<file path="src/rtl/spq_pkg.sv">
// Shared types and codes for the sorted priority queue.
// No dependencies; used by spq_cell and sorted_priority_queue.
package spq_pkg;

   localparam int JOB_W  = 32;
   localparam int PRIO_W = 8;

   localparam logic       OP_INSERT    = 1'b0;
   localparam logic       OP_REMOVE    = 1'b1;

   localparam logic [1:0] ST_DONE      = 2'd0;
   localparam logic [1:0] ST_OVERFLOW  = 2'd1;
   localparam logic [1:0] ST_UNDERFLOW = 2'd2;

   // One queue slot.
   typedef struct packed {
      logic              valid;
      logic [JOB_W-1:0]  job;
      logic [PRIO_W-1:0] prio;
   } entry_type;

   // Command broadcast to every cell of the row.
   typedef struct packed {
      logic              insert;
      logic              remove;
      logic [JOB_W-1:0]  job;
      logic [PRIO_W-1:0] prio;
   } cmd_type;

endpackage

</file>
<file path="src/rtl/spq_cell.sv">
// One compare-and-shift cell of the sorted queue row.
// Depends on spq_pkg for the entry and command types.
module spq_cell (
   input  logic               clock,
   input  logic               reset,
   input  spq_pkg::cmd_type   cmd,
   input  logic               left_gt,
   input  spq_pkg::entry_type left_entry,
   input  spq_pkg::entry_type right_entry,
   output logic               gt,
   output spq_pkg::entry_type entry,
   output spq_pkg::entry_type entry_next
);

   logic                       valid_ff, valid_in;
   logic [spq_pkg::JOB_W-1:0]  job_ff, job_in;
   logic [spq_pkg::PRIO_W-1:0] prio_ff, prio_in;

   // An empty slot counts as holding a larger priority, so the insert lands in it.
   assign gt = !valid_ff || (prio_ff > cmd.prio);

   always_comb begin
      valid_in = valid_ff;
      job_in   = job_ff;
      prio_in  = prio_ff;
      if (cmd.insert && gt) begin
         if (left_gt) begin
            valid_in = left_entry.valid;
            job_in   = left_entry.job;
            prio_in  = left_entry.prio;
         end else begin
            valid_in = 1'b1;
            job_in   = cmd.job;
            prio_in  = cmd.prio;
         end
      end else if (cmd.remove) begin
         valid_in = right_entry.valid;
         job_in   = right_entry.job;
         prio_in  = right_entry.prio;
      end
   end

   always_ff @(posedge clock) begin
      if (reset) begin
         valid_ff <= 1'b0;
      end else begin
         valid_ff <= valid_in;
      end
   end

   always_ff @(posedge clock) begin
      job_ff  <= job_in;
      prio_ff <= prio_in;
   end

   assign entry      = '{valid: valid_ff, job: job_ff, prio: prio_ff};
   assign entry_next = '{valid: valid_in, job: job_in, prio: prio_in};

endmodule

</file>
<file path="src/rtl/sorted_priority_queue.sv">
// Sorted priority queue: a row of CAPACITY compare-and-shift cells.
// A request beat's response is registered and shown in the cycle after its acceptance.
// One operation per cycle unless the response stalls; every cell moves in the same cycle.
// The output register takes a new beat whenever it is empty or being drained.
// Reset (synchronous, active high) empties the queue and the output register.
// Depends on spq_pkg and spq_cell.
module sorted_priority_queue #(
   parameter int CAPACITY = 32
) (
   input  logic        clock,
   input  logic        reset,
   // Request channel.
   input  logic        req_tvalid,
   output logic        req_tready,
   input  logic [39:0] req_tdata,   // job_code[31:0], priority_req[39:32]
   input  logic        req_tuser,   // operation[0]
   // Response channel.
   output logic        rsp_tvalid,
   input  logic        rsp_tready,
   output logic [47:0] rsp_tdata,   // head_valid[0], head_job[32:1], head_priority[40:33],
                                    // entry_total[46:41], zero pad[47]
   output logic [1:0]  rsp_tuser    // status[1:0]
);

   localparam int CNT_W = $clog2(CAPACITY + 1);

   // The count the queue holds; it only moves together with the cell row.
   logic [CNT_W-1:0] count_ff, count_in;

   logic             rsp_valid_ff, rsp_valid_in;
   logic [47:0]      rsp_data_ff, rsp_data_in;
   logic [1:0]       rsp_status_ff, rsp_status_in;

   logic             accept;
   logic             full, empty;
   logic [1:0]       status;
   spq_pkg::cmd_type cmd;

   logic                 gt_w         [CAPACITY];
   spq_pkg::entry_type   entry_w      [CAPACITY];
   spq_pkg::entry_type   entry_next_w [CAPACITY];

   // The response register is the only stage; it may be refilled while it drains.
   assign req_tready = !rsp_valid_ff || rsp_tready;
   assign accept     = req_tvalid && req_tready;

   assign full  = (count_ff == CNT_W'(CAPACITY));
   assign empty = (count_ff == '0);

   always_comb begin
      cmd.job    = req_tdata[31:0];
      cmd.prio   = req_tdata[39:32];
      cmd.insert = accept && (req_tuser == spq_pkg::OP_INSERT) && !full;
      cmd.remove = accept && (req_tuser == spq_pkg::OP_REMOVE) && !empty;
   end

   always_comb begin
      status = spq_pkg::ST_DONE;
      if (req_tuser == spq_pkg::OP_INSERT) begin
         if (full) begin
            status = spq_pkg::ST_OVERFLOW;
         end
      end else begin
         if (empty) begin
            status = spq_pkg::ST_UNDERFLOW;
         end
      end
   end

   always_comb begin
      count_in = count_ff;
      if (cmd.insert) begin
         count_in = count_ff + CNT_W'(1);
      end else if (cmd.remove) begin
         count_in = count_ff - CNT_W'(1);
      end
   end

   // The cell row. The head cell has no left neighbor; the tail cell refills
   // with an empty slot when the queue moves toward the head.
   genvar gi;
   generate
      for (gi = 0; gi < CAPACITY; gi++) begin : g_cell
         logic               left_gt;
         spq_pkg::entry_type left_entry;
         spq_pkg::entry_type right_entry;

         if (gi == 0) begin : g_head
            assign left_gt    = 1'b0;
            assign left_entry = '0;
         end else begin : g_body
            assign left_gt    = gt_w[gi-1];
            assign left_entry = entry_w[gi-1];
         end

         if (gi == CAPACITY - 1) begin : g_tail
            assign right_entry = '0;
         end else begin : g_inner
            assign right_entry = entry_w[gi+1];
         end

         spq_cell u_cell (
            .clock       (clock),
            .reset       (reset),
            .cmd         (cmd),
            .left_gt     (left_gt),
            .left_entry  (left_entry),
            .right_entry (right_entry),
            .gt          (gt_w[gi]),
            .entry       (entry_w[gi]),
            .entry_next  (entry_next_w[gi])
         );
      end
   endgenerate

   // Response contents come from the head cell's next value, so the beat
   // reports the queue as it stands after the operation.
   always_comb begin
      logic [7:0]                 count_wide;
      logic [spq_pkg::JOB_W-1:0]  head_job;
      logic [spq_pkg::PRIO_W-1:0] head_prio;
      count_wide = 8'(count_in);
      head_job   = entry_next_w[0].valid ? entry_next_w[0].job  : '0;
      head_prio  = entry_next_w[0].valid ? entry_next_w[0].prio : '0;

      rsp_valid_in  = rsp_valid_ff && !rsp_tready;
      rsp_data_in   = rsp_data_ff;
      rsp_status_in = rsp_status_ff;
      if (accept) begin
         rsp_valid_in  = 1'b1;
         rsp_status_in = status;
         rsp_data_in   = {1'b0, count_wide[5:0], head_prio, head_job,
                          entry_next_w[0].valid};
      end
   end

   always_ff @(posedge clock) begin
      if (reset) begin
         count_ff     <= '0;
         rsp_valid_ff <= 1'b0;
      end else begin
         count_ff     <= count_in;
         rsp_valid_ff <= rsp_valid_in;
      end
   end

   always_ff @(posedge clock) begin
      rsp_data_ff   <= rsp_data_in;
      rsp_status_ff <= rsp_status_in;
   end

   assign rsp_tvalid = rsp_valid_ff;
   assign rsp_tdata  = rsp_data_ff;
   assign rsp_tuser  = rsp_status_ff;

   // The count never passes the capacity.
   a_count_bound : assert property (@(posedge clock) disable iff (reset)
      count_ff <= CNT_W'(CAPACITY))
      else $error("queue count above capacity");

   // The head cell holds an entry exactly when the count is nonzero.
   a_head_matches_count : assert property (@(posedge clock) disable iff (reset)
      entry_w[0].valid == (count_ff != '0))
      else $error("head valid bit disagrees with count");

   // A rejected insert leaves the count alone.
   a_overflow_holds : assert property (@(posedge clock) disable iff (reset)
      accept && (req_tuser == spq_pkg::OP_INSERT) && full |=> count_ff == $past(count_ff))
      else $error("count moved on overflow");

   // Neighbors stay filled from the head and in ascending priority.
   generate
      for (gi = 0; gi < CAPACITY - 1; gi++) begin : g_order_chk
         a_sorted : assert property (@(posedge clock) disable iff (reset)
            entry_w[gi+1].valid |-> entry_w[gi].valid &&
                                     (entry_w[gi].prio <= entry_w[gi+1].prio))
            else $error("queue row out of order");
      end
   endgenerate

endmodule
</file>
<file path="config.mk">
export PLATFORM = sky130hd
export DESIGN_NAME = sorted_priority_queue
export DESIGN_NICKNAME = d
export VERILOG_FILES = /design/src/rtl/spq_pkg.sv /design/src/rtl/spq_cell.sv /design/src/rtl/sorted_priority_queue.sv
export SDC_FILE = /design/constraint.sdc
export NUM_CORES = 2
export LEC_CHECK = 0
export ABC_AREA = 1
export BUFFER_PORTS_ARGS = -buffer_cell sky130_fd_sc_hd__buf_2
export CAP_MARGIN = 10
export CORE_MARGIN = 2
export CORE_UTILIZATION = 35
export CTS_BUF_LIST = sky130_fd_sc_hd__clkbuf_2
export CTS_CLUSTER_SIZE = 10
export DETAILED_ROUTE_END_ITERATION = 8
export PLACE_DENSITY = 0.57
export RECOVER_POWER = 25
export SYNTH_ARGS = -nofsm -noshare
export SYNTH_HDL_FRONTEND = slang
export SYNTH_SLANG_ARGS = --single-unit
</file>
<file path="constraint.sdc">
create_clock -name clock -period 5.3 [get_ports clock]
set_clock_uncertainty 0.05 [all_clocks]
set_input_delay 0.265 -clock clock [delete_from_list [all_inputs] [get_ports clock]]
set_output_delay 0.265 -clock clock [all_outputs]
set_load 0.02 [all_outputs]
</file>
### Yosys cells after proc, flatten, opt, wreduce, memory -nomap -nowiden

Index checks and enable logic that the tools add are counted.

| storage, ports and cells | value |
|---|---|
| word-level logic and storage cells | 567 |
| input port bits | 45 |
| output and inout port bits | 52 |
| register bits after elaboration | 1368 |

| cells by class | value |
|---|---|
| equality and inequality tests | 1 |
| multiplexer cells | 291 |
| reduce and logical (&&, ||, !) cells | 139 |
| order comparisons | 32 |
| add/subtract/negate cells | 2 |
| bitwise gates (word level) | 1 |

Operators with widths:

| operator | count |
|---|---|
| $mux 32 | 95 |
| $mux 8 | 95 |
| $gt 8x8->1 | 32 |
| $mux 1 | 97 |
| $reduce_bool 2->1 | 31 |
| $logic_and 1x1->1 | 38 |
| $logic_not 1->1 | 36 |
| $logic_or 1x1->1 | 33 |
| $mux 6 | 2 |
| $add 6x1->6 const B | 1 |
| $eq 6x6->1 const B | 1 |
| $logic_not 6->1 | 1 |
| $sub 6x1->6 const B | 1 |
| $mux 2 | 2 |
| $not 1->1 | 1 |

### Longest topological paths before layout

| depth | value |
|---|---|
| word-level depth | 7 |
| mapped depth | 17 |
| gate-level depth less buffers | 15 |

### By module

A second synthesis with hierarchy kept.

| second synthesis, totals | value |
|---|---|
| cells, all modules | 11821 |
| area, all modules | 86006.2 um^2 |

By module, submodules not included:

| module | seq. area each (um^2) | area each (um^2) | cells each | times used |
|---|---|---|---|---|
| spq_cell | 820.8 | 2612.5 | 362 | 32 |
| sorted_priority_queue | 1611.5 | 2406.1 | 237 | 1 |

### Least setup slack after synthesis

Ideal clock, no wire load.

| timing path | value |
|---|---|
| path type | input to register |
| start | input port req_tdata[39] |
| end | register g_cell[1].u_cell.job_ff[0] in the netlist's numbering, enable pin |
| setup time | 0.530 ns |
| data arrival time | 3.385 ns |
| stages on the path | 11 |
| data required time | 4.720 ns |
| setup slack | 1.335 ns |
| buffers on the path | 2 |
| cell sequence | inv_1 > clkbuf_1 > ha_1 > a21oi_1 > o21a_1 > nand2_1 > nand2_1 > nand2_1 > nand2_1 > clkbuf_1 > nand2_1 |

| on the way | value |
|---|---|
| word-level cells in the longest chain between the ends | 4 |

RTL lines:

| item | line | RTL |
|---|---|---|
| from (decl) | sorted_priority_queue.sv:15 | `input logic [39:0] req_tdata,` |
| $gt 8x8->1 | spq_cell.sv:20 | `assign gt = !valid_ff \|\| (prio_ff > cmd.prio);` |
| $logic_or 1x1->1 | spq_cell.sv:20 |  |
| $logic_and 1x1->1 | spq_cell.sv:26 | `if (cmd.insert && gt) begin` |
| $reduce_bool 2->1 (no source line) | - |  |
| to (signal assigned) | spq_cell.sv:52 | `job_ff <= job_in;` |
| to (decl) | spq_cell.sv:16 | `logic [spq_pkg::JOB_W-1:0] job_ff, job_in;` |

No other way between the ends.
A chain may end at the register's enable or synchronous reset.

### Worst setup path in the final report

| timing path | value |
|---|---|
| start | register g_cell[23].u_cell.prio_ff[3] in the netlist's numbering |
| end | register g_cell[23].u_cell.job_ff[0] in the netlist's numbering, enable pin |

| on the way | value |
|---|---|
| word-level cells in the longest chain between the ends | 4 |

RTL lines:

| item | line | RTL |
|---|---|---|
| from (decl) | spq_cell.sv:17 | `logic [spq_pkg::PRIO_W-1:0] prio_ff, prio_in;` |
| from (signal assigned) | spq_cell.sv:53 | `prio_ff <= prio_in;` |
| $gt 8x8->1 | spq_cell.sv:20 |  |
| $logic_or 1x1->1 | spq_cell.sv:20 |  |
| $logic_and 1x1->1 | spq_cell.sv:26 |  |
| $reduce_bool 2->1 (no source line) | - |  |
| to (signal assigned) | spq_cell.sv:52 |  |
| to (decl) | spq_cell.sv:16 |  |

No other way between the ends.

==> reports/metrics.csv <==
stage,metric,value,unit
setup_path,crit path max fanout,26,
route,via count,71310,
place,"Cell Area, Placed",78710,um^2
synthesis,Netlist cell types,33,
synthesis,"FFs w/ async S/R, synth",0,%
floorplanning,# IOs,97,
clock_tree,insertion delay to the later sink of the worst-skew pair,1.95,ns
run_status,failing checks,"max-capacitance violations, max-slew violations",
setup_path,CP Data Required Time,6.74,ns
clock_tree,clock root buffer,clkbuf_2,
layout,layout cells sized above 1,9.536,%
layout,Area Growth Syn to Fin,9.820,%
synthesis,top cell type's share of synthesized area,51.04,%
floorplanning,die height,469.5,um
synthesis,Synth area leaders,"edfxtp_1, nand2_1, a21oi_1",
grt,initial antenna violation count,18,
setup_path,Startpoint Class,register,
route,# DRC,0,
setup_path,critical path endpoint,g_cell[23].u_cell.job_ff[0],
pwr,Max VDD drop,0.2582,mV
timing,RSZ-0062 raised after global routing,false,
route,Avg WL per Cell,27.21,um
layout,post-route cell area,83290,um^2
timing,highest clock rate,195.8,MHz
pwr,Lkg Pwr,36.77,nW
grt,GRT Overall Usage,29.30,%
place,final RePlAce weighted congestion,0.9776,
route,Initial DRC Count,11080,
grt,GRT Residual Overflow,0,
synthesis,Post-synth EDFFs,1289,
place,I/O Buffers,95,
timing,Period minus WS final,5.108,ns
clock_tree,CTS sink cnt,1368,
run_status,status,"finished, violations left",
setup_path,R2R depth,14,
setup_path,Worst Setup SP,g_cell[23].u_cell.prio_ff[3],
route,via/cell ratio,5.787,
floorplanning,Die Area,220400,um^2
clock_tree,CTS Buffer Depth,4,
synthesis,list of most frequent post-synthesis cells,"nand2_1, a21oi_1, edfxtp_1",
floorplanning,Initial Utilization,35.27,%
synthesis,Yosys top cell by area,edfxtp_1,
clock_tree,clock transition at the registers of the reported paths,0.11,ns
pwr,power per cell area,373.5,nW/um^2
synthesis,cells after synthesis,9096,
synthesis,synthesized area per cell,8.338,um^2
synthesis,Mapped Area,75840,um^2
setup_path,CP arrival,6.55,ns
timing,Final Hold Vio Count,0,
synthesis,synth warn,0,
synthesis,top_reg_cell synth,edfxtp_1,
timing,"Setup violations, final",0,
setup_path,CP Capture Type,register,
synthesis,register area share after synthesis,53.12,%
timing,Worst-Margin Slew,2.198,ns
timing,Slew headroom,-46.52,%
job,Max Cap Viol,11,
timing,final-report max-slew violation count,548,
synthesis,register bit total from synthesis,1368,
layout,nets,9508,
grt,vias in the first global route,66100,
timing,total negative slack,0,ns
grt,first-pass GRT wire length,475700,um
route,final wirelength,335200,um
floorplanning,Core Region,215000,um^2
layout,area of the multi-input gates,31510,um^2
setup_path,flop2flop setup slack,0.19,ns
floorplanning,Std-Cell Rows,170,
place,hpwl dp,218600,um
layout,Reg area,40290,um^2
clock_tree,H-tree depth,5,
setup_path,critical path class,register to register,
clock_tree,clock buffer count from CTS,377,
route,Antenna Nets Post-Route,0,
clock_tree,CTS tree,built,
layout,number of fill cells,22360,
route,first drt pass iteration count,8,
synthesis,syn_nets,9400,
worst_hold_path,HP Class,primary input to register,
timing,period utilization,96.37,%
floorplanning,Die W,469.5,um
setup_path,reg2reg end,g_cell[23].u_cell.job_ff[0],
layout,Util after Layout,38.73,%
setup_path,worst r2r src,g_cell[23].u_cell.prio_ff[3],
synthesis,most common cell in the netlist,nand2_1,
grt,largest net degree at the start of global routing,121,
==> how the worst min path moves through the flow <==
stage / start / end / depth (start not counted)
final: req_tdata[24] / g_cell[22].u_cell.job_ff[24] / 6
after CTS: req_tdata[4] / g_cell[24].u_cell.job_ff[4] / 6
after global placement: rsp_tvalid / rsp_tvalid / 2
after detailed placement: g_cell[31].u_cell.valid_ff / g_cell[31].u_cell.valid_ff / 2
after global routing: req_tdata[26] / g_cell[31].u_cell.job_ff[26] / 6
after floorplan: req_tvalid / rsp_tvalid / 2
==> power breakdown <==
group / switching, mW / total [mW] / internal, mW / leakage, nW
sequential: 1.56 / 15.7 / 14.2 / 12.8
clock: 4.86 / 7.81 / 2.95 / 2.56
combinational: 5.35 / 7.56 / 2.21 / 21.4
==> critical path: stages (launching register included) <==
cell           delay (ns)
edfxtp_1             0.46
ha_1                 0.32
nand2_1              0.07
dlygate4sd3_1        0.54
inv_1                0.06
dlygate4sd3_1        0.57
nand4_1              0.11
dlygate4sd3_1        0.57
nand2_1              0.06
dlygate4sd3_1        0.56
nand2_1              0.10
buf_6                0.27
nand2_1              0.14
nand2_2              0.35
buf_4                0.45
==> what timing repair did <==
action	CTS	global route
buffers inserted	0	0
resized for setup	0	8
hold endpoints to repair	2334	0
endpoints found under the setup margin	0	145
hold buffers	138	0
==> cell usage in the layout (no fill, tap or decap), types with 2 or more instances in the layout <==
master / count
nand2_1: 2894
a21oi_1: 1472
edfxtp_1: 1289
nor2_1: 774
o21ai_0: 624
clkbuf_2: 587
nand3_1: 522
ha_1: 259
inv_1: 254
buf_4: 179
dlygate4sd3_1: 137
dfxtp_1: 79
clkbuf_1: 59
clkinv_1: 50
buf_2: 43
a21boi_0: 39
nand4_1: 32
o21a_1: 26
nand3b_1: 22
inv_2: 19
nand2_2: 18
o21ai_1: 15
diode_2: 14
nand2_4: 14
buf_12: 12
clkinv_2: 10
a21o_1: 7
buf_16: 6
xor2_1: 5
clkinvlp_4: 2
nor3_1: 2
o211ai_1: 2
bufinv_16: 2
buf_6: 2
==> final cells by class <==
cell class | instances | area share [%]
clock buffer | 578 | 3.473
inverter | 273 | 1.256
multi-input combinational | 6735 | 37.83
timing repair buffer | 448 | 4.369
antenna | 14 | 0.04206
tap | 2838 | 4.264
sequential | 1368 | 48.37
clock inverter | 66 | 0.3816
timing repair inverter | 1 | 0.009014
==> per-layer routing <==
layer	wire length [um]	part of all wire, %	up-vias	global-route usage (%)
met2	135700	40	5039	40.60
li1	-	-	31430	-
met3	45960	14	853	9.376
met4	20000	6.0	12	16.39
met5	120	0.036	-	0
met1	133400	40	33980	40.07
==> flip-flops by register name, indices dropped and copies added (netlist names) <==
| signal | cells |
|---|---|
| g_cell.u_cell.prio_ff | 256 |
| rsp_tvalid | 1 |
| count_ff | 6 |
| rsp_tdata | 47 |
| rsp_tuser | 2 |
| g_cell.u_cell.job_ff | 1024 |
| g_cell.u_cell.valid_ff | 32 |
==> kinds of logic (layout without fill, tap and decap cells) <==
family / count (synthesis) / in the layout / synth area share (%)
AOI/OAI and AO/OA: 2188 / 2188 / 14.69
xor gates and xnor gates: 5 / 5 / 0.05774
adders and majority gates: 259 / 259 / 4.273
buffers and inverters: 993 / 1366 / 5.401
DFF: 1368 / 1368 / 53.12
other: 1 / 15 / 0.004945
and+or+nand+nor: 4282 / 4282 / 22.45
==> through the flow <==
stage	worst slack (ns)	cells	power, mW	hold slack [ns]
2_1_floorplan	1.335	9096	19.86	0.3490
6_report	0.1922	12320	31.10	0.2100
5_1_grt	0.04255	12310	32.48	0.1458
3_3_place_gp	1.338	11520	22.92	0.4224
3_5_place_dp	1.403	11520	23.05	0.4442
4_1_cts	0.1017	12300	30.86	0.0001228
Power figures use the tool's default switching activity.
